`config.mk`:
```
export PLATFORM = sky130hd
export DESIGN_NAME = utf8_stream_decoder_unit_flat
export DESIGN_NICKNAME = d
export VERILOG_FILES = /design/src/design/u8sd_pkg.sv /design/src/design/u8sd_if.sv /design/src/design/utf8_stream_decoder_unit.sv /design/src/design/u8sd_front.sv /design/src/design/u8sd_queue.sv /design/src/design/u8sd_back.sv /design/src/flat_wrapper.sv
export SDC_FILE = /design/constraint.sdc
export NUM_CORES = 1
export LEC_CHECK = 0
export BUFFER_PORTS_ARGS = -buffer_cell sky130_fd_sc_hd__buf_4
export CAP_MARGIN = 20
export CORE_AREA = 2 2 375 191
export CTS_CLUSTER_SIZE = 25
export DETAILED_ROUTE_END_ITERATION = 10
export DIE_AREA = 0 0 377 193
export PLACE_DENSITY_LB_ADDON = 0.1
export SLEW_MARGIN = 15
export SYNTH_ARGS = -nofsm -noshare
export SYNTH_HDL_FRONTEND = slang
export SYNTH_HIERARCHICAL = 1
export SYNTH_SLANG_ARGS = --single-unit
```
`constraint.sdc`:
```
create_clock -name clk -period 4.5 [get_ports clk]
set_clock_uncertainty 0.15 [all_clocks]
set_input_delay 0 -clock clk [delete_from_list [all_inputs] [get_ports clk]]
set_output_delay 0 -clock clk [all_outputs]
set_load 0.01 [all_outputs]
```
`src/design/u8sd_pkg.sv`:
```
// Package for the UTF-8 stream decoder: lead-byte masks, widths and the
// job descriptor passed from the front end to the back end.
// No dependencies.
package u8sd_pkg;

  localparam int unsigned CP_W       = 31;
  localparam int unsigned BYTE_W     = 8;
  localparam int unsigned HELD_DEPTH = 4;
  localparam int unsigned PRE_DEPTH  = HELD_DEPTH + 1;

  // Lead byte patterns (mask, match) for 2..6 byte sequences
  localparam logic [7:0] LEAD2_MASK  = 8'hE0;
  localparam logic [7:0] LEAD2_MATCH = 8'hC0;
  localparam logic [7:0] LEAD3_MASK  = 8'hF0;
  localparam logic [7:0] LEAD3_MATCH = 8'hE0;
  localparam logic [7:0] LEAD4_MASK  = 8'hF8;
  localparam logic [7:0] LEAD4_MATCH = 8'hF0;
  localparam logic [7:0] LEAD5_MASK  = 8'hFC;
  localparam logic [7:0] LEAD5_MATCH = 8'hF8;
  localparam logic [7:0] LEAD6_MASK  = 8'hFE;
  localparam logic [7:0] LEAD6_MATCH = 8'hFC;

  localparam logic [7:0] PAY2_MASK = 8'h1F;
  localparam logic [7:0] PAY3_MASK = 8'h0F;
  localparam logic [7:0] PAY4_MASK = 8'h07;
  localparam logic [7:0] PAY5_MASK = 8'h03;
  localparam logic [7:0] PAY6_MASK = 8'h01;
  localparam logic [7:0] CONT_PAY_MASK = 8'h3F;

  // One job = a run of raw prefix bytes (lead then held continuations),
  // optionally followed by one tail result.
  typedef struct packed {
    logic [2:0]                      pre_n;
    logic [PRE_DEPTH-1:0][BYTE_W-1:0] pre_bytes;
    logic                            has_tail;
    logic [CP_W-1:0]                 tail_cp;
    logic                            tail_raw;
  } job_t;

endpackage

```
`src/design/u8sd_if.sv`:
```
// Handshake interfaces for the UTF-8 stream decoder: byte input channel
// and code point result channel. Depends on u8sd_pkg.
interface u8sd_byte_if;
  logic                        valid;
  logic                        ready;
  logic [u8sd_pkg::BYTE_W-1:0] text_byte;

  modport source (output valid, output text_byte, input ready);
  modport sink   (input valid, input text_byte, output ready);
endinterface

interface u8sd_cp_if;
  logic                      valid;
  logic                      ready;
  logic [u8sd_pkg::CP_W-1:0] code_point;
  logic                      raw_fallback;
  logic                      last_of_run;

  modport source (output valid, output code_point, output raw_fallback,
                  output last_of_run, input ready);
  modport sink   (input valid, input code_point, input raw_fallback,
                  input last_of_run, output ready);
endinterface

```
`src/design/utf8_stream_decoder_unit.sv`:
```
// UTF-8 stream decoder top level: front end, job queue and back end.
// A byte's results pass through the job queue register and then the back end's output register.
// Throughput: one byte per cycle while the job queue has room; a byte causing n results holds
//   the back end until all n are loaded, the job queue (QUEUE_DEPTH jobs) soaks up fallback runs.
// Reset: rst_n synchronous, active low; clears sequence state, queue and output valid.
// Depends on u8sd_pkg, u8sd_if, u8sd_front, u8sd_queue, u8sd_back.
module utf8_stream_decoder_unit #(
  parameter int unsigned QUEUE_DEPTH = 4
) (
  input  logic        clk,
  input  logic        rst_n,
  u8sd_byte_if.sink   in_ch,
  u8sd_cp_if.source   out_ch
);

  // job handoff between the two halves
  u8sd_pkg::job_t push_job;
  u8sd_pkg::job_t head_job;
  logic           push;
  logic           pop;
  logic           q_full;
  logic           q_not_empty;

  // Front end: one byte per beat whenever the queue has room. A lead byte gives no job unless
  // it breaks an open sequence; mid-sequence continuations produce no job.
  u8sd_front u_front (
    .clk    (clk),
    .rst_n  (rst_n),
    .in_ch  (in_ch),
    .q_full (q_full),
    .push   (push),
    .job    (push_job)
  );

  // Decouples byte intake from result delivery
  u8sd_queue #(
    .DEPTH (QUEUE_DEPTH)
  ) u_queue (
    .clk       (clk),
    .rst_n     (rst_n),
    .push      (push),
    .push_job  (push_job),
    .pop       (pop),
    .full      (q_full),
    .not_empty (q_not_empty),
    .head_job  (head_job)
  );

  // Back end: expands each job (raw prefix run, then optional tail) into
  // result beats, flagging the final one of the job.
  u8sd_back u_back (
    .clk       (clk),
    .rst_n     (rst_n),
    .job_valid (q_not_empty),
    .job       (head_job),
    .pop       (pop),
    .out_ch    (out_ch)
  );

endmodule

```
`src/design/u8sd_front.sv`:
```
// Front end: accepts bytes, tracks the open sequence and turns each byte
// into at most one job. Depends on u8sd_pkg and u8sd_byte_if.
module u8sd_front (
  input  logic                 clk,
  input  logic                 rst_n,
  u8sd_byte_if.sink            in_ch,
  input  logic                 q_full,
  output logic                 push,
  output u8sd_pkg::job_t       job
);

  logic [2:0]                      rem_r, rem_nxt;
  logic [u8sd_pkg::CP_W-1:0]       acc_r, acc_nxt;
  logic [7:0]                      lead_r, lead_nxt;
  logic [2:0]                      cnt_r, cnt_nxt;
  logic [u8sd_pkg::HELD_DEPTH-1:0][7:0] held_r;

  logic                            held_we;
  logic [1:0]                      held_wa;
  logic                            job_ok;
  logic                            fresh_en;
  logic                            take;
  logic [7:0]                      c;
  logic [2:0]                      f_len;
  logic [u8sd_pkg::CP_W-1:0]       f_pay;
  logic [u8sd_pkg::CP_W-1:0]       acc_sh;

  assign c        = in_ch.text_byte;
  assign in_ch.ready = !q_full;
  assign take     = in_ch.valid && !q_full;
  assign push     = take && job_ok;
  assign acc_sh   = {acc_r[u8sd_pkg::CP_W-7:0], c[5:0]};

  // lead byte classification
  always_comb begin
    f_len = 3'd0;
    f_pay = '0;
    if ((c & u8sd_pkg::LEAD2_MASK) == u8sd_pkg::LEAD2_MATCH) begin
      f_len = 3'd1;
      f_pay = {23'b0, c & u8sd_pkg::PAY2_MASK};
    end else if ((c & u8sd_pkg::LEAD3_MASK) == u8sd_pkg::LEAD3_MATCH) begin
      f_len = 3'd2;
      f_pay = {23'b0, c & u8sd_pkg::PAY3_MASK};
    end else if ((c & u8sd_pkg::LEAD4_MASK) == u8sd_pkg::LEAD4_MATCH) begin
      f_len = 3'd3;
      f_pay = {23'b0, c & u8sd_pkg::PAY4_MASK};
    end else if ((c & u8sd_pkg::LEAD5_MASK) == u8sd_pkg::LEAD5_MATCH) begin
      f_len = 3'd4;
      f_pay = {23'b0, c & u8sd_pkg::PAY5_MASK};
    end else if ((c & u8sd_pkg::LEAD6_MASK) == u8sd_pkg::LEAD6_MATCH) begin
      f_len = 3'd5;
      f_pay = {23'b0, c & u8sd_pkg::PAY6_MASK};
    end
  end

  always_comb begin
    rem_nxt  = rem_r;
    acc_nxt  = acc_r;
    lead_nxt = lead_r;
    cnt_nxt  = cnt_r;
    held_we  = 1'b0;
    held_wa  = cnt_r[1:0];
    job      = '0;
    job_ok   = 1'b0;
    fresh_en = 1'b0;

    if (rem_r != 3'd0) begin
      if (c == 8'h00) begin
        // zero inside a sequence: flush the partial value, swallow the zero
        job.has_tail = 1'b1;
        job.tail_cp  = acc_r;
        job_ok       = 1'b1;
        rem_nxt = '0; acc_nxt = '0; lead_nxt = '0; cnt_nxt = '0;
      end else if (c[7:6] == 2'b10) begin
        acc_nxt = acc_sh;
        rem_nxt = rem_r - 3'd1;
        if (rem_r == 3'd1) begin
          job.has_tail = 1'b1;
          job.tail_cp  = acc_sh;
          job_ok       = 1'b1;
          rem_nxt = '0; acc_nxt = '0; lead_nxt = '0; cnt_nxt = '0;
        end else if (cnt_r < 3'(u8sd_pkg::HELD_DEPTH)) begin
          held_we = 1'b1;
          cnt_nxt = cnt_r + 3'd1;
        end
      end else begin
        // broken sequence: replay lead and held bytes raw, then re-handle c
        job.pre_n        = cnt_r + 3'd1;
        job.pre_bytes[0] = lead_r;
        for (int i = 0; i < u8sd_pkg::HELD_DEPTH; i++) begin
          job.pre_bytes[i+1] = held_r[i];
        end
        job_ok = 1'b1;
        rem_nxt = '0; acc_nxt = '0; lead_nxt = '0; cnt_nxt = '0;
        fresh_en = 1'b1;
      end
    end else begin
      fresh_en = 1'b1;
    end

    if (fresh_en) begin
      if (f_len != 3'd0) begin
        rem_nxt  = f_len;
        acc_nxt  = f_pay;
        lead_nxt = c;
        cnt_nxt  = '0;
      end else begin
        job.has_tail = 1'b1;
        job.tail_cp  = {23'b0, c};
        job.tail_raw = c[7];
        job_ok       = 1'b1;
      end
    end
  end

  always_ff @(posedge clk) begin
    if (!rst_n) begin
      rem_r  <= '0;
      acc_r  <= '0;
      lead_r <= '0;
      cnt_r  <= '0;
    end else if (take) begin
      rem_r  <= rem_nxt;
      acc_r  <= acc_nxt;
      lead_r <= lead_nxt;
      cnt_r  <= cnt_nxt;
    end
  end

  always_ff @(posedge clk) begin
    if (take && held_we) begin
      held_r[held_wa] <= c;
    end
  end

endmodule

```
`src/design/u8sd_queue.sv`:
```
// Job queue between front and back end, a small register FIFO.
// Depends on u8sd_pkg.
module u8sd_queue #(
  parameter int unsigned DEPTH = 4
) (
  input  logic           clk,
  input  logic           rst_n,
  input  logic           push,
  input  u8sd_pkg::job_t push_job,
  input  logic           pop,
  output logic           full,
  output logic           not_empty,
  output u8sd_pkg::job_t head_job
);

  localparam int unsigned AW = (DEPTH > 1) ? $clog2(DEPTH) : 1;
  localparam int unsigned CW = $clog2(DEPTH + 1);

  u8sd_pkg::job_t mem_r [DEPTH];
  logic [AW-1:0]  wr_ptr_r, rd_ptr_r;
  logic [CW-1:0]  cnt_r;
  logic           do_push, do_pop;

  assign full      = (cnt_r == CW'(DEPTH));
  assign not_empty = (cnt_r != '0);
  assign head_job  = mem_r[rd_ptr_r];
  assign do_push   = push && !full;
  assign do_pop    = pop && not_empty;

  always_ff @(posedge clk) begin
    if (!rst_n) begin
      wr_ptr_r <= '0;
      rd_ptr_r <= '0;
      cnt_r    <= '0;
    end else begin
      if (do_push) begin
        wr_ptr_r <= (wr_ptr_r == AW'(DEPTH - 1)) ? '0 : wr_ptr_r + AW'(1);
      end
      if (do_pop) begin
        rd_ptr_r <= (rd_ptr_r == AW'(DEPTH - 1)) ? '0 : rd_ptr_r + AW'(1);
      end
      if (do_push && !do_pop) begin
        cnt_r <= cnt_r + CW'(1);
      end else if (do_pop && !do_push) begin
        cnt_r <= cnt_r - CW'(1);
      end
    end
  end

  always_ff @(posedge clk) begin
    if (do_push) begin
      mem_r[wr_ptr_r] <= push_job;
    end
  end

endmodule

```
`src/design/u8sd_back.sv`:
```
// Back end: walks the head job one result per beat, while the output is not stalled, into the output
// register. Depends on u8sd_pkg and u8sd_cp_if.
module u8sd_back (
  input  logic           clk,
  input  logic           rst_n,
  input  logic           job_valid,
  input  u8sd_pkg::job_t job,
  output logic           pop,
  u8sd_cp_if.source      out_ch
);

  logic [2:0]                idx_r;
  logic [2:0]                total;
  logic                      last;
  logic                      load;
  logic [u8sd_pkg::CP_W-1:0] cp_sel;
  logic                      raw_sel;
  logic                      out_valid_r;
  logic [u8sd_pkg::CP_W-1:0] out_cp_r;
  logic                      out_raw_r;
  logic                      out_last_r;

  assign total = job.pre_n + {2'b0, job.has_tail};
  assign last  = (idx_r == total - 3'd1);
  assign load  = job_valid && (!out_valid_r || out_ch.ready);
  assign pop   = load && last;

  always_comb begin
    if (idx_r < job.pre_n) begin
      cp_sel  = {23'b0, job.pre_bytes[idx_r]};
      raw_sel = 1'b1;
    end else begin
      cp_sel  = job.tail_cp;
      raw_sel = job.tail_raw;
    end
  end

  always_ff @(posedge clk) begin
    if (!rst_n) begin
      idx_r       <= '0;
      out_valid_r <= 1'b0;
    end else begin
      if (load) begin
        idx_r       <= last ? 3'd0 : idx_r + 3'd1;
        out_valid_r <= 1'b1;
      end else if (out_ch.ready) begin
        out_valid_r <= 1'b0;
      end
    end
  end

  always_ff @(posedge clk) begin
    if (load) begin
      out_cp_r   <= cp_sel;
      out_raw_r  <= raw_sel;
      out_last_r <= last;
    end
  end

  assign out_ch.valid        = out_valid_r;
  assign out_ch.code_point   = out_cp_r;
  assign out_ch.raw_fallback = out_raw_r;
  assign out_ch.last_of_run  = out_last_r;

endmodule
```
`src/flat_wrapper.sv`:
```
// flat-port wrapper written by rule: the top's interface ports become plain ports
module utf8_stream_decoder_unit_flat 
#(
  parameter int unsigned QUEUE_DEPTH = 4
)
  (clk, rst_n, in_ch_valid, in_ch_text_byte, in_ch_ready, out_ch_valid, out_ch_code_point, out_ch_raw_fallback, out_ch_last_of_run, out_ch_ready);
  u8sd_byte_if in_ch_i ();
  u8sd_cp_if out_ch_i ();
  input  logic clk;
  input  logic rst_n;
  input wire logic [$bits(in_ch_i.valid)-1:0] in_ch_valid;
  input wire logic [$bits(in_ch_i.text_byte)-1:0] in_ch_text_byte;
  output wire logic [$bits(in_ch_i.ready)-1:0] in_ch_ready;
  output wire logic [$bits(out_ch_i.valid)-1:0] out_ch_valid;
  output wire logic [$bits(out_ch_i.code_point)-1:0] out_ch_code_point;
  output wire logic [$bits(out_ch_i.raw_fallback)-1:0] out_ch_raw_fallback;
  output wire logic [$bits(out_ch_i.last_of_run)-1:0] out_ch_last_of_run;
  input wire logic [$bits(out_ch_i.ready)-1:0] out_ch_ready;
  assign in_ch_i.valid = in_ch_valid;
  assign in_ch_i.text_byte = in_ch_text_byte;
  assign in_ch_ready = in_ch_i.ready;
  assign out_ch_valid = out_ch_i.valid;
  assign out_ch_code_point = out_ch_i.code_point;
  assign out_ch_raw_fallback = out_ch_i.raw_fallback;
  assign out_ch_last_of_run = out_ch_i.last_of_run;
  assign out_ch_i.ready = out_ch_ready;
  utf8_stream_decoder_unit #(.QUEUE_DEPTH(QUEUE_DEPTH)) u_core (.clk(clk), .rst_n(rst_n), .in_ch(in_ch_i), .out_ch(out_ch_i));
endmodule
```
== After elaboration in Yosys (flattened, before gate mapping) ==
Memories as Yosys holds them, arrays and structs flattened. A register that Yosys moved wholly into a read port is not among the register bits.
Cells that the tools add are included.

* Output and inout bits: 35
* Logic and storage cells: 138
* Bits in writable memories: 304
* Bits of input ports: 12
* Memories kept: 1
* Flip-flop bits (word level): 121

* $add $sub $neg: 9
* Order comparisons: 5
* Reduce and logical (&&, ||, !) cells: 21
* Multiplexer cells: 74
* Equality and inequality tests: 11

{| class="wikitable"
|+ Memory list
! name !! depth !! bits a word !! read ports !! clocked after memory_dff !! wr ports !! RTL line !! RTL
|-
| u_core.u_queue.mem_r || 4 || 76 || 1 || 1 || 1 || u8sd_queue.sv:19 || <nowiki>u8sd_pkg::job_t mem_r [DEPTH];</nowiki>
|}

{| class="wikitable"
|+ Operator list
! cell !! count
|-
| two-way mux 31 bit || 8
|-
| two-way mux 32 bit || 3
|-
| two-way mux 43 bit || 2
|-
| two-way mux 75 bit || 1
|-
| two-way mux 8 bit || 9
|-
| two-way mux 3 bit || 22
|-
| two-way mux 33 bit || 2
|-
| bitwise mux 32 bit || 1
|-
| binary-select mux 8 bit (select 3 bit) || 1
|-
| two-way mux 1 bit || 19
|-
| demux 8 bit (select 2 bit) || 1
|-
| logical AND 1 bit || 10
|-
| two-way mux 2 bit || 5
|-
| adder 3 x 1 -> 3 bit (second input constant) || 3
|-
| nonzero test 3 bit || 3
|-
| subtractor 3 x 1 -> 3 bit (second input constant) || 3
|-
| logical NOT 8 bit || 1
|-
| equality test 7 bit (second input constant) || 1
|-
| equality test 2 bit (second input constant) || 3
|-
| equality test 3 bit (second input constant) || 2
|-
| equality test 6 bit (second input constant) || 1
|-
| equality test 5 bit (second input constant) || 1
|-
| adder 2 x 1 -> 2 bit (second input constant) || 2
|-
| equality test 4 bit (second input constant) || 1
|-
| 11 further kinds || 15
|}

== Logic depth before layout (Yosys ltp) ==
Gate-level depths: netlist of run 1.

* Depth after elaboration: 15
* Mapped depth: 17
* Gate-level depth less buffers: 14

== Hierarchy ==
The synthesis of run 1 kept the hierarchy.

{| class="wikitable"
|+ Modules (own cells, without submodules)
! module !! sequential area each (um^2) !! instances !! area an instance (um^2) !! cells each
|-
| u8sd_queue || 9,308.9 || 1 || 11,486.0 || 448
|-
| u8sd_front || 1,861.8 || 1 || 3,897.5 || 456
|-
| u8sd_back || 1,071.0 || 1 || 1,828.0 || 136
|}

== Worst setup path after synthesis of run 1 ==
OpenSTA, ideal clock, no wires.

* Path type: register to register
* Start point: register u_core.u_front.rem_r[0]
* End point: memory u_core/u_queue/mem_r[1][0] (netlist name) (enable)
* Data required time: 3,907 ps
* Period minus slack after synthesis: 4,093 ps
* Stages on the path, launching flop included: 10
* Path buffers: 2
* Arrival time: 3,500 ps
* Path slack: 407 ps
* Library setup time: 443 ps
* Cells stage by stage: dfxtp_1 > inv_1 > ha_1 > nor2b_1 > clkbuf_1 > o31ai_2 > a21oi_1 > nor2b_1 > clkbuf_1 > and2_1

* Word-level cells in the longest chain between the ends: 11
* Elaborated cells between the ends (all ways): 13
* Classes of those cells: eq/ne: 1; mux: 9; reduce/logical: 3

{| class="wikitable"
|+ Ends and longest elaborated chain
! element !! RTL line !! RTL
|-
| start: declaration || u8sd_front.sv:12 || <nowiki>logic [2:0] rem_r, rem_nxt;</nowiki>
|-
| start signal: assignment || u8sd_front.sv:123 || <nowiki>rem_r <= rem_nxt;</nowiki>
|-
| equality test 3 x 1 -> 1 bit || u8sd_front.sv:77 || <nowiki>if (rem_r == 3'd1) begin</nowiki>
|-
| two-way mux 1 bit || u8sd_front.sv:77 ||
|-
| two-way mux 1 bit || u8sd_front.sv:74 || <nowiki>end else if (c[7:6] == 2'b10) begin</nowiki>
|-
| two-way mux 1 bit || u8sd_front.sv:68 || <nowiki>if (c == 8'h00) begin</nowiki>
|-
| two-way mux 1 bit || u8sd_front.sv:67 || <nowiki>if (rem_r != 3'd0) begin</nowiki>
|-
| two-way mux 1 bit || u8sd_front.sv:102 || <nowiki>if (f_len != 3'd0) begin</nowiki>
|-
| two-way mux 1 bit * || u8sd_front.sv:101 || <nowiki>if (fresh_en) begin</nowiki>
|-
| logical AND 1 bit * || u8sd_front.sv:31 || <nowiki>assign push = take && job_ok;</nowiki>
|-
| via u_core.push || utf8_stream_decoder_unit.sv:19 || <nowiki>logic push;</nowiki>
|-
| logical AND 1 bit * || u8sd_queue.sv:27 || <nowiki>assign do_push = push && !full;</nowiki>
|-
| via u_core.u_queue.do_push || u8sd_queue.sv:22 || <nowiki>logic do_push, do_pop;</nowiki>
|-
| two-way mux 1 bit * || u8sd_queue.sv:51 || <nowiki>if (do_push) begin</nowiki>
|-
| two-way mux 1 bit (implied by the code) * || u8sd_queue.sv:52 || <nowiki>mem_r[wr_ptr_r] <= push_job;</nowiki>
|-
| end: declaration || u8sd_queue.sv:19 ||
|}

The timed path passes the listed nets; every way through them passes the cells marked *.

== Worst setup path in the final report of run 1 ==
* Start point: register u_core.u_front.rem_r[0]
* End point: register u_core.u_queue.cnt_r[2]

* Word-level cells in the longest chain between the ends: 12
* Elaborated cells between the ends (all ways): 16
* Classes of those cells: eq/ne: 1; mux: 8; reduce/logical: 7

{| class="wikitable"
|+ Ends and longest elaborated chain
! element !! RTL line !! RTL
|-
| equality test 3 x 1 -> 1 bit || u8sd_front.sv:77 ||
|-
| two-way mux 1 bit || u8sd_front.sv:77 ||
|-
| two-way mux 1 bit || u8sd_front.sv:74 ||
|-
| two-way mux 1 bit || u8sd_front.sv:68 ||
|-
| two-way mux 1 bit || u8sd_front.sv:67 ||
|-
| two-way mux 1 bit || u8sd_front.sv:102 ||
|-
| two-way mux 1 bit * || u8sd_front.sv:101 ||
|-
| logical AND 1 bit * || u8sd_front.sv:31 ||
|-
| via u_core.push || utf8_stream_decoder_unit.sv:19 ||
|-
| logical AND 1 bit * || u8sd_queue.sv:27 ||
|-
| logical NOT 1 bit || u8sd_queue.sv:44 || <nowiki>end else if (do_pop && !do_push) begin</nowiki>
|-
| logical AND 1 bit || u8sd_queue.sv:44 ||
|-
| nonzero test 2 bit (no source line) || -- ||
|-
| end signal: assignment || u8sd_queue.sv:43 || <nowiki>cnt_r <= cnt_r + CW'(1);</nowiki>
|-
| end signal: assignment || u8sd_queue.sv:45 || <nowiki>cnt_r <= cnt_r - CW'(1);</nowiki>
|-
| end: declaration || u8sd_queue.sv:21 || <nowiki>logic [CW-1:0] cnt_r;</nowiki>
|}

Marks and branches as above.
A chain may end at the register's enable or synchronous reset.

==> results.yml, run 1 <==
synthesis:
  synth_cell_types: 56
  ys_ff_latch: 427
  syn_avg_cell_area_sq_um: 16.5
  synth_top_area_cell: "edfxtp_1"
  syn_area_sq_um: 17200
  synth_cells: 1040
  syn-num-nets: 1072
  synth_ff_type: "edfxtp_1"
  ys_async_sr_fraction: 0
  synth_top_area_frac: 0.644
  yosysWarningCount: 6
  yosys-top-cells-area: "edfxtp_1 (64%), mux4_2 (11%), dfxtp_1 (6.7%)"
  synth_edf_count: 369
  synth_seq_area_share: 0.711
critical_path:
  timing.critical_path.buf_inv: 4
  critPathTopFamily: "simple AND/OR/NAND/NOR gates"
  cp_max_fo: 9
  cp.required_ns: 4.84
  cp-start-kind: "flop"
  slowest_delay_ns: 0.65
  critPathKind: "reg2reg"
  worstRegToRegCells: 14
  cpMaxStageDelayCell: "nor2b_1"
  setup.worst_path.start: "u_core/u_front/rem_r[0]"
  end_kind: "flop"
  endpoint: "u_core/u_queue/cnt_r[2]"
  ff2ff_setup_slack_ns: 0.79
  r2r_end: "u_core/u_queue/cnt_r[2]"
  arrival_ns: 4.05
  reg2reg_from: "u_core/u_front/rem_r[0]"
  timing.critical_path.cells: "inv_1 > ha_1 > nor2b_1 > o31ai_2 > buf_4 > a21oi_1 > nor2b_1 > buf_4 > ha_1 > inv_1 > fa_1 > xor2_1 > or3_1 > a21boi_0"
  cp.depth: 14
layout:
  n_antenna_cell: 0
  multi_input_area_sq_um: 4520
  area_growth_pct: 17.3
  drive_gt1_frac: 0.212
  fin_nets: 1148
  final_common_cell: "edfxtp_1"
  final_core_util: 0.289
  most-common-layout-cells: "edfxtp_1 (369), nand2_1 (131), mux4_2 (82)"
  regArea_sq_um: 12200
  num-fill-cells: 6957
drt:
  wire_per_inst_microns: 22.0
  drtPass1Iterations: 5
  first_iter_violations: 678
  drtAntennaViolNets: 0
  wl_microns: 45700
  drc_errors: 0
  vias: 9150
  avgViaCountPerCell: 4.42
power_and_ir_drop:
  clock_power_share: 0.321
  pwr-share-comb: 0.211
  sequentialPowerShare: 0.468
  leakagePower_uw: 0.00649
  powerDensity_nw_per_um2: 547
  power_uw: 11000
  p_sw_uw: 3120
  vdd_drop_max_mv: 0.466
  intPower_uw: 7910
  swShare: 0.283
cts:
  root_buffer: "clkbuf_16"
  cts_made_buffers: 42
  clock_latency_ns: 0.56
  ctsLongestPathBuffers: 3
  cts.htree.levels: 2
  cts_sinks: 427
  cts_tree: "built"
  clk_pin_slew_worst_paths_ns: 0.07
sta:
  worstMarginPinSlew_ns: 1.14
  fmax_mhz: 269
  grt_setup_unrepaired: "false"
  max_slew_margin: 0.233
  finalCritPeriodShare: 0.825
  finalHoldViolations: 0
  setup_ws_ns: 0.788
  drv_slew: 0
  tns_ns: 0
  min_period_ns: 3.71
  setup_viol: 0
run_status:
  status: "complete, no violations"
flow_run:
  max_cap_violations: 0
global_routing:
  overflow: 0
  grt_antenna_before_repair: 2
  grt_pass1_wl_microns: 67000
  grt_max_degree: 44
  grtUsageTotal: 0.127
  grt_pass1_vias: 9365
floorplanning:
  die_h_microns: 193
  core_region_area_sq_um: 69900
  io_pins: 47
  rows: 69
  start_util: 0.246
  dieArea_sq_um: 72800
  die_w_microns: 377
worst_hold_path:
  min_path_type: "in2reg"
placed_design:
  finalWeightedCongestion: 0.718
  dp_worst_setup_slack_ns: 0.837
  port-buffer-count: 46
  place_hpwl_microns: 28500
-- through the flow --
| stage | hold WS, ns | cells | instance area (sq um) |
|---|---|---|---|
| after global placement | 0.164 | 1981 | 18700 |
| after global routing | 0.178 | 2072 | 20200 |
| after detailed placement | 0.173 | 1981 | 18700 |
| after floorplan | -0.0511 | 1040 | 17200 |
| after CTS | 0.146 | 2072 | 20200 |
| final | 0.158 | 2072 | 20200 |
-- power groups by stage --
| stage | registers, uW | clock network, uW | logic (uW) |
|---|---|---|---|
| global route | 5220 | 3830 | 2590 |
| detailed placement | 5250 | 0 | 2390 |
| finish | 5160 | 3540 | 2330 |
| floorplan | 5290 | 0 | 1310 |
| CTS | 5180 | 3680 | 2410 |
| global placement | 5260 | 0 | 2410 |
-- synthesized netlist by cell type, drive strengths merged, types with 2 or more instances --
master   instances
clkbuf          26
buf             35
nand2b           6
a211oi           2
nand2          131
nand3           17
and3             2
inv             23
xnor2            5
ha              19
nor2b            8
nor3             4
o2111ai          2
o211a            3
nor4             6
o22ai            2
nand4            2
o21ai           30
o211ai           2
or3              4
and2            76
and4             2
mux2i            7
a31o             2
mux4            84
xor2             3
nor2            13
dfxtp           58
a21oi           65
a22oi            8
o31ai            2
a31oi            2
a21boi           9
edfxtp         369
-- area by class of cell --
| class | instances | share of cell area |
|---|---|---|
| clock buffer | 60 | 0.0590 |
| clock inverter | 17 | 0.00800 |
| inverter | 23 | 0.00428 |
| multi-input combinational | 529 | 0.224 |
| sequential | 427 | 0.607 |
| tap | 923 | 0.0572 |
| timing repair buffer | 93 | 0.0407 |
-- logic make-up (layout without fill, tap and decap cells) --
family | Yosys count | in the layout | share of synthesized area
flip-flops | 427 | 427 | 0.711
multiplexers | 91 | 91 | 0.114
AO/OA/AOI/OAI | 136 | 136 | 0.0479
adder cells (fa/ha/maj) | 20 | 20 | 0.0150
XOR/XNOR | 8 | 8 | 0.00407
buffers and inverters | 84 | 193 | 0.0275
AND/OR/NAND/NOR | 274 | 274 | 0.0799
-- how the worst min path moves through the flow --
| stage | end | cells past startpoint | startpoint |
|---|---|---|---|
| final | u_core/u_front/held_r[8] | 2 | in_ch_text_byte[0] |
| after global routing | u_core/u_front/held_r[23] | 2 | in_ch_text_byte[7] |
| after CTS | u_core/u_front/held_r[0] | 2 | in_ch_text_byte[0] |
| after detailed placement | u_core/u_back/out_ch.valid | 3 | out_ch_ready |
| after global placement | u_core/u_back/out_ch.valid | 3 | out_ch_ready |
| after floorplan | u_core/u_front/held_r[0] | 0 | in_ch_text_byte[0] |
-- timing repair --
item	4_1_cts	5_1_grt
hold buffers	14	0
endpoints found under the hold margin	88	0
resized for setup	0	0
buffers inserted	0	0
-- registers in the layout, indices dropped and copies added (netlist names), 8 cells and up, named ones only --
name	cells
u_core/u_queue/mem_r	304
u_core/u_front/acc_r	31
u_core/u_back/out_ch.code_point	31
u_core/u_front/held_r	32
u_core/u_front/lead_r	8
-- metal layers --
metal  part of all wire  global-route usage
met5                  0                   0
met4              0.015              0.0260
met3              0.039              0.0247
met2               0.37               0.159
met1               0.58               0.216
(Power assumes the default switching activity.)
==> inputs of run 2 (changes only) <==
- clock period: 4.5 -> 3.55 ns (I/O delays scaled with it)
==> run 2 against run 1 <==
Compared with the run above:
- core utilization increased by 0.17 points
- clock power increased by 25%
- worst setup slack got worse by 0.57 ns
- die area unchanged
- total power increased by 26%
- final cell count increased by 0.82%
- critical path depth unchanged
- non-clock buffer count increased by 15
- flip-flop and latch count unchanged
- global-route usage decreased by 0.18 points
- first-iteration DRC count increased by 19%
- critical path type unchanged
==> results.yml, run 2 (same netlist as run 1, synthesis figures left out) <==
run_status:
  status: "complete, no violations"
drt:
  drc_errors: 0
  wire_per_inst_microns: 21.5
  vias: 9155
  avgViaCountPerCell: 4.38
  drtAntennaViolNets: 0
  wl_microns: 45000
  drtPass1Iterations: 4
  first_iter_violations: 810
cts:
  root_buffer: "clkbuf_16"
  clk_pin_slew_worst_paths_ns: 0.06
  cts.htree.levels: 2
  cts_sinks: 427
  ctsLongestPathBuffers: 3
  clock_latency_ns: 0.56
  cts_tree: "built"
  cts_made_buffers: 43
layout:
  top_register: "u_core/u_queue/mem_r"
  drive_gt1_frac: 0.216
  reg_top3: "u_core/u_queue/mem_r: 304 flops, u_core/u_front/held_r: 32 flops"
  final_common_cell: "edfxtp_1"
  area_growth_pct: 17.9
  largest_reg_flops: 304
  final_area_sq_um: 20300
  num-fill-cells: 6975
  fin_nets: 1164
  most-common-layout-cells: "edfxtp_1 (369), nand2_1 (131), buf_4 (84)"
critical_path:
  ff2ff_setup_slack_ns: 0.22
  slowest_delay_ns: 0.52
  timing.critical_path.cells: "mux4_2 > inv_1 > ha_1 > ha_1 > xnor2_1 > xnor2_1 > nor3_2 > o31ai_4 > ha_2 > inv_1 > fa_1 > xor2_1 > or3_1 > a21boi_0"
  cp-start-kind: "flop"
  end_kind: "flop"
  critPathKind: "reg2reg"
  cpMaxStageDelayCell: "mux4_2"
  cp.required_ns: 3.88
  cp_max_fo: 7
  arrival_ns: 3.67
global_routing:
  grt_max_degree: 43
  overflow: 0
  grt_pass1_wl_microns: 66100
  grt_antenna_before_repair: 0
  grt_pass1_vias: 9332
  grtUsageTotal: 0.125
sta:
  worstMarginPinSlew_ns: 0.948
  finalCritPeriodShare: 0.938
  fmax_mhz: 300
  grt_setup_unrepaired: "false"
  finalHoldViolations: 0
  setup_viol: 0
  max_slew_margin: 0.368
  tns_ns: 0
  drv_slew: 0
  min_period_ns: 3.33
power_and_ir_drop:
  power_uw: 14000
  leakagePower_uw: 0.00653
  powerDensity_nw_per_um2: 687
  vdd_drop_max_mv: 0.311
floorplanning:
  dieArea_sq_um: 72800
  start_util: 0.246
  die_h_microns: 193
  die_w_microns: 377
  io_pins: 47
  rows: 69
  core_region_area_sq_um: 69900
worst_hold_path:
  min_path_type: "in2reg"
placed_design:
  place_hpwl_microns: 28700
  finalWeightedCongestion: 0.773
  place_area_sq_um: 18800
  port-buffer-count: 46
flow_run:
  max_cap_violations: 0
## run 2: changes by cell type in the layout (fill, tap and decap cells not counted), sizes merged, moves of 2 or more
cell / delta
clkinv: -3
clkbuf: +9
bufinv: -2
buf: +13
## run 2: power by group
| part | switching [uW] | internal, uW |
|---|---|---|
| Clock | 1920 | 2480 |
| Sequential | 243 | 6320 |
| Combinational | 1750 | 1240 |
| Total | 3910 | 10000 |
## run 2: worst max-delay path, delay by kind of cell, from the launching register on
family                   cells  cell delay [ns]
adder cells (fa/ha/maj)      4             0.92
AND/OR/NAND/NOR              2             0.39
XOR/XNOR                     3             0.48
multiplexers                 1             0.52
AO/OA/AOI/OAI                2             0.26
flip-flops                   1             0.40
buffers and inverters        2             0.15
## run 2: cell type report
class,instances,area [sq um],share of cell area
sequential,427,12200,0.603
multi-input combinational,529,4540,0.224
clock buffer,68,1250,0.0617
tap,923,1150,0.0569
timing repair buffer,108,948,0.0467
inverter,23,86.3,0.00425
clock inverter,10,67.6,0.00333
antenna,1,2.50,0.000123
## run 2: what timing repair did
action	4_1_cts	5_1_grt
setup buffers	0	3
endpoints found under the setup margin	0	1
hold endpoints to repair	83	0
hold buffers	15	0
gates resized for setup	0	1
## run 2: worst paths after layout
path | startpoint | end | cells after the start
worst min-delay path | in_ch_text_byte[0] | u_core/u_front/held_r[8] | 2
worst max-delay path | flop | u_core/u_queue/cnt_r[2] | 14
worst max register to register | flop | u_core/u_queue/cnt_r[2] | 14
worst min register to register | u_core/u_front/acc_r[29] | u_core/u_front/acc_r[29] | 2
## run 2: stage by stage
| stage | instances | hold slack [ns] | utilization | setup WS [ns] |
|---|---|---|---|---|
| after floorplan | 1040 | -0.0511 | - | 0.0147 |
| after global placement | 1991 | 0.156 | 0.269 | 0.173 |
| after detailed placement | 1991 | 0.178 | 0.269 | 0.154 |
| after CTS | 2084 | 0.120 | 0.290 | 0.120 |
| after global routing | 2088 | 0.144 | 0.290 | 0.0362 |
| final | 2089 | 0.144 | 0.290 | 0.219 |
## run 2: layer usage
metal | GRT usage | routed length [microns]
met5 | 0 | 0
met4 | 0.0243 | 652
met3 | 0.0262 | 2220
met2 | 0.162 | 17000
met1 | 0.208 | 25200
==> inputs of run 3 (changes only) <==
- CTS_BUF_LIST: not set -> sky130_fd_sc_hd__clkbuf_4 sky130_fd_sc_hd__clkbuf_8
==> run 3 against run 2 <==
Compared with the run above:
- first-iteration DRC count up 1.6%
- sequential power about the same
- non-clock buffer count up 7
- die area unchanged
- clock power up 1%
- worst setup slack worse by 0.021 ns
- critical endpoint unchanged
- highest routed layer unchanged
==> results.yml, run 3 (same netlist as run 1, synthesis figures left out) <==
run_status:
  status: "complete, no violations"
cts:
  ctsLongestPathBuffers: 3
  cts_made_buffers: 68
  cts_sinks: 427
  clk_pin_slew_worst_paths_ns: 0.06
  root_buffer: "clkbuf_8"
  post_cts_resize_count: 0
  cts.htree.levels: 3
  clock_latency_ns: 0.68
  cts_tree: "built"
global_routing:
  grt_pass1_wl_microns: 66800
  grt_pass1_vias: 9620
  overflow: 0
  grtUsageTotal: 0.129
  grt_max_degree: 43
  grt_antenna_before_repair: 0
layout:
  reg_top3: "u_core/u_queue/mem_r: 304 flops, u_core/u_front/held_r: 32 flops"
  multi_input_area_sq_um: 4530
  area_growth_pct: 18.9
  regArea_sq_um: 12200
  num-fill-cells: 6976
  final_common_cell: "edfxtp_1"
  largest_reg_flops: 304
  top_register: "u_core/u_queue/mem_r"
  drive_gt1_frac: 0.255
  fin_nets: 1196
  most-common-layout-cells: "edfxtp_1 (369), nand2_1 (131), buf_4 (84)"
  final_core_util: 0.293
sta:
  fmax_mhz: 298
  setup_viol: 0
  max_slew_margin: 0.366
  tns_ns: 0
  min_period_ns: 3.35
  worstMarginPinSlew_ns: 0.951
  drv_slew: 0
  whs_ns: 0.0798
  finalCritPeriodShare: 0.944
  finalHoldViolations: 0
drt:
  routed.top_layer: "met4"
  wire_per_inst_microns: 21.3
  wl_met3_microns: 2160
  wl_met2_microns: 17300
  avgViaCountPerCell: 4.38
  drtAntennaViolNets: 0
  drc_errors: 0
  wl_met1_microns: 25300
  first_iter_violations: 823
  wl_microns: 45700
  vias: 9381
  drtPass1Iterations: 5
floorplanning:
  rows: 69
  die_h_microns: 193
  io_pins: 47
  core_region_area_sq_um: 69900
  start_util: 0.246
  die_w_microns: 377
  dieArea_sq_um: 72800
critical_path:
  critPathKind: "reg2reg"
  cp_max_fo: 7
  cp.required_ns: 4.00
  cp-start-kind: "flop"
  arrival_ns: 3.80
  end_kind: "flop"
worst_hold_path:
  min_path_type: "in2reg"
  min_from: "in_ch_text_byte[7]"
flow_run:
  max_cap_violations: 0
placed_design:
  port-buffer-count: 46
  finalWeightedCongestion: 0.773
  place_hpwl_microns: 28700
power_and_ir_drop:
  powerDensity_nw_per_um2: 685
  vdd_drop_max_mv: 0.306
  leakagePower_uw: 0.00668
==> run 3: changes by cell type in the layout (fill, tap and decap cells not counted), sizes merged <==
cell         previous run  this run
clkbuf                 69       101
inv                    23        25
clkinv                  9        17
dlygate4sd3            15        22
bufinv                  1         2
clkinvlp                0         2
diode                   1         4
==> run 3: power breakdown <==
group,internal (uW),switching (uW)
combinational,1240,1770
sequential,6320,237
clock,2420,2030
==> run 3: final timing paths <==
path                                     to  slack (ns)  depth (start not counted)
setup / recovery    u_core/u_queue/cnt_r[2]        0.20                         14
hold / removal    u_core/u_front/held_r[23]        0.08                          2
setup reg to reg    u_core/u_queue/cnt_r[2]        0.20                         14
hold reg to reg    u_core/u_front/acc_r[16]        0.30                          2
==> run 3: stage by stage <==
step	total power [uW]	cells	setup slack, ns	cell area (sq um)
floorplan	8360	1040	0.0147	17200
global placement	9740	1991	0.173	18800
detailed placement	9710	1991	0.154	18800
CTS	14300	2136	0.149	20400
global route	14800	2140	-0.00225	20500
finish	14000	2144	0.197	20500
==> run 3: cell type report <==
cell class / count / share of cell area
Tap cell: 923 / 0.0564
Antenna cell: 4 / 0.000489
Inverter: 23 / 0.00422
Sequential cell: 427 / 0.598
Clock buffer: 100 / 0.0614
Timing Repair Buffer: 115 / 0.0498
Multi-Input combinational cell: 529 / 0.221
Clock inverter: 23 / 0.00807
==> run 3: what timing repair did <==
item | 4_1_cts | 5_1_grt
setup endpoints to repair | 0 | 1
hold buffers | 22 | 0
endpoints found under the hold margin | 97 | 0
buffers inserted | 0 | 3
==> run 3: layer usage <==
| metal | track usage | vias to the layer above |
|---|---|---|
| met4 | 0.0391 | 0 |
| met1 | 0.209 | 4878 |
| met3 | 0.0291 | 67 |
| met2 | 0.164 | 206 |
| met5 | 0 | - |
| li1 | - | 4230 |
==> run 3: critical path, stage by stage (launching register included) <==
cell,delay [ns]
dfxtp_4,0.40
mux4_2,0.52
inv_1,0.10
ha_1,0.15
ha_1,0.15
xnor2_1,0.13
xnor2_1,0.18
nor3_2,0.08
o31ai_2,0.11
ha_2,0.28
inv_1,0.05
fa_1,0.37
xor2_1,0.18
or3_1,0.30
a21boi_0,0.16
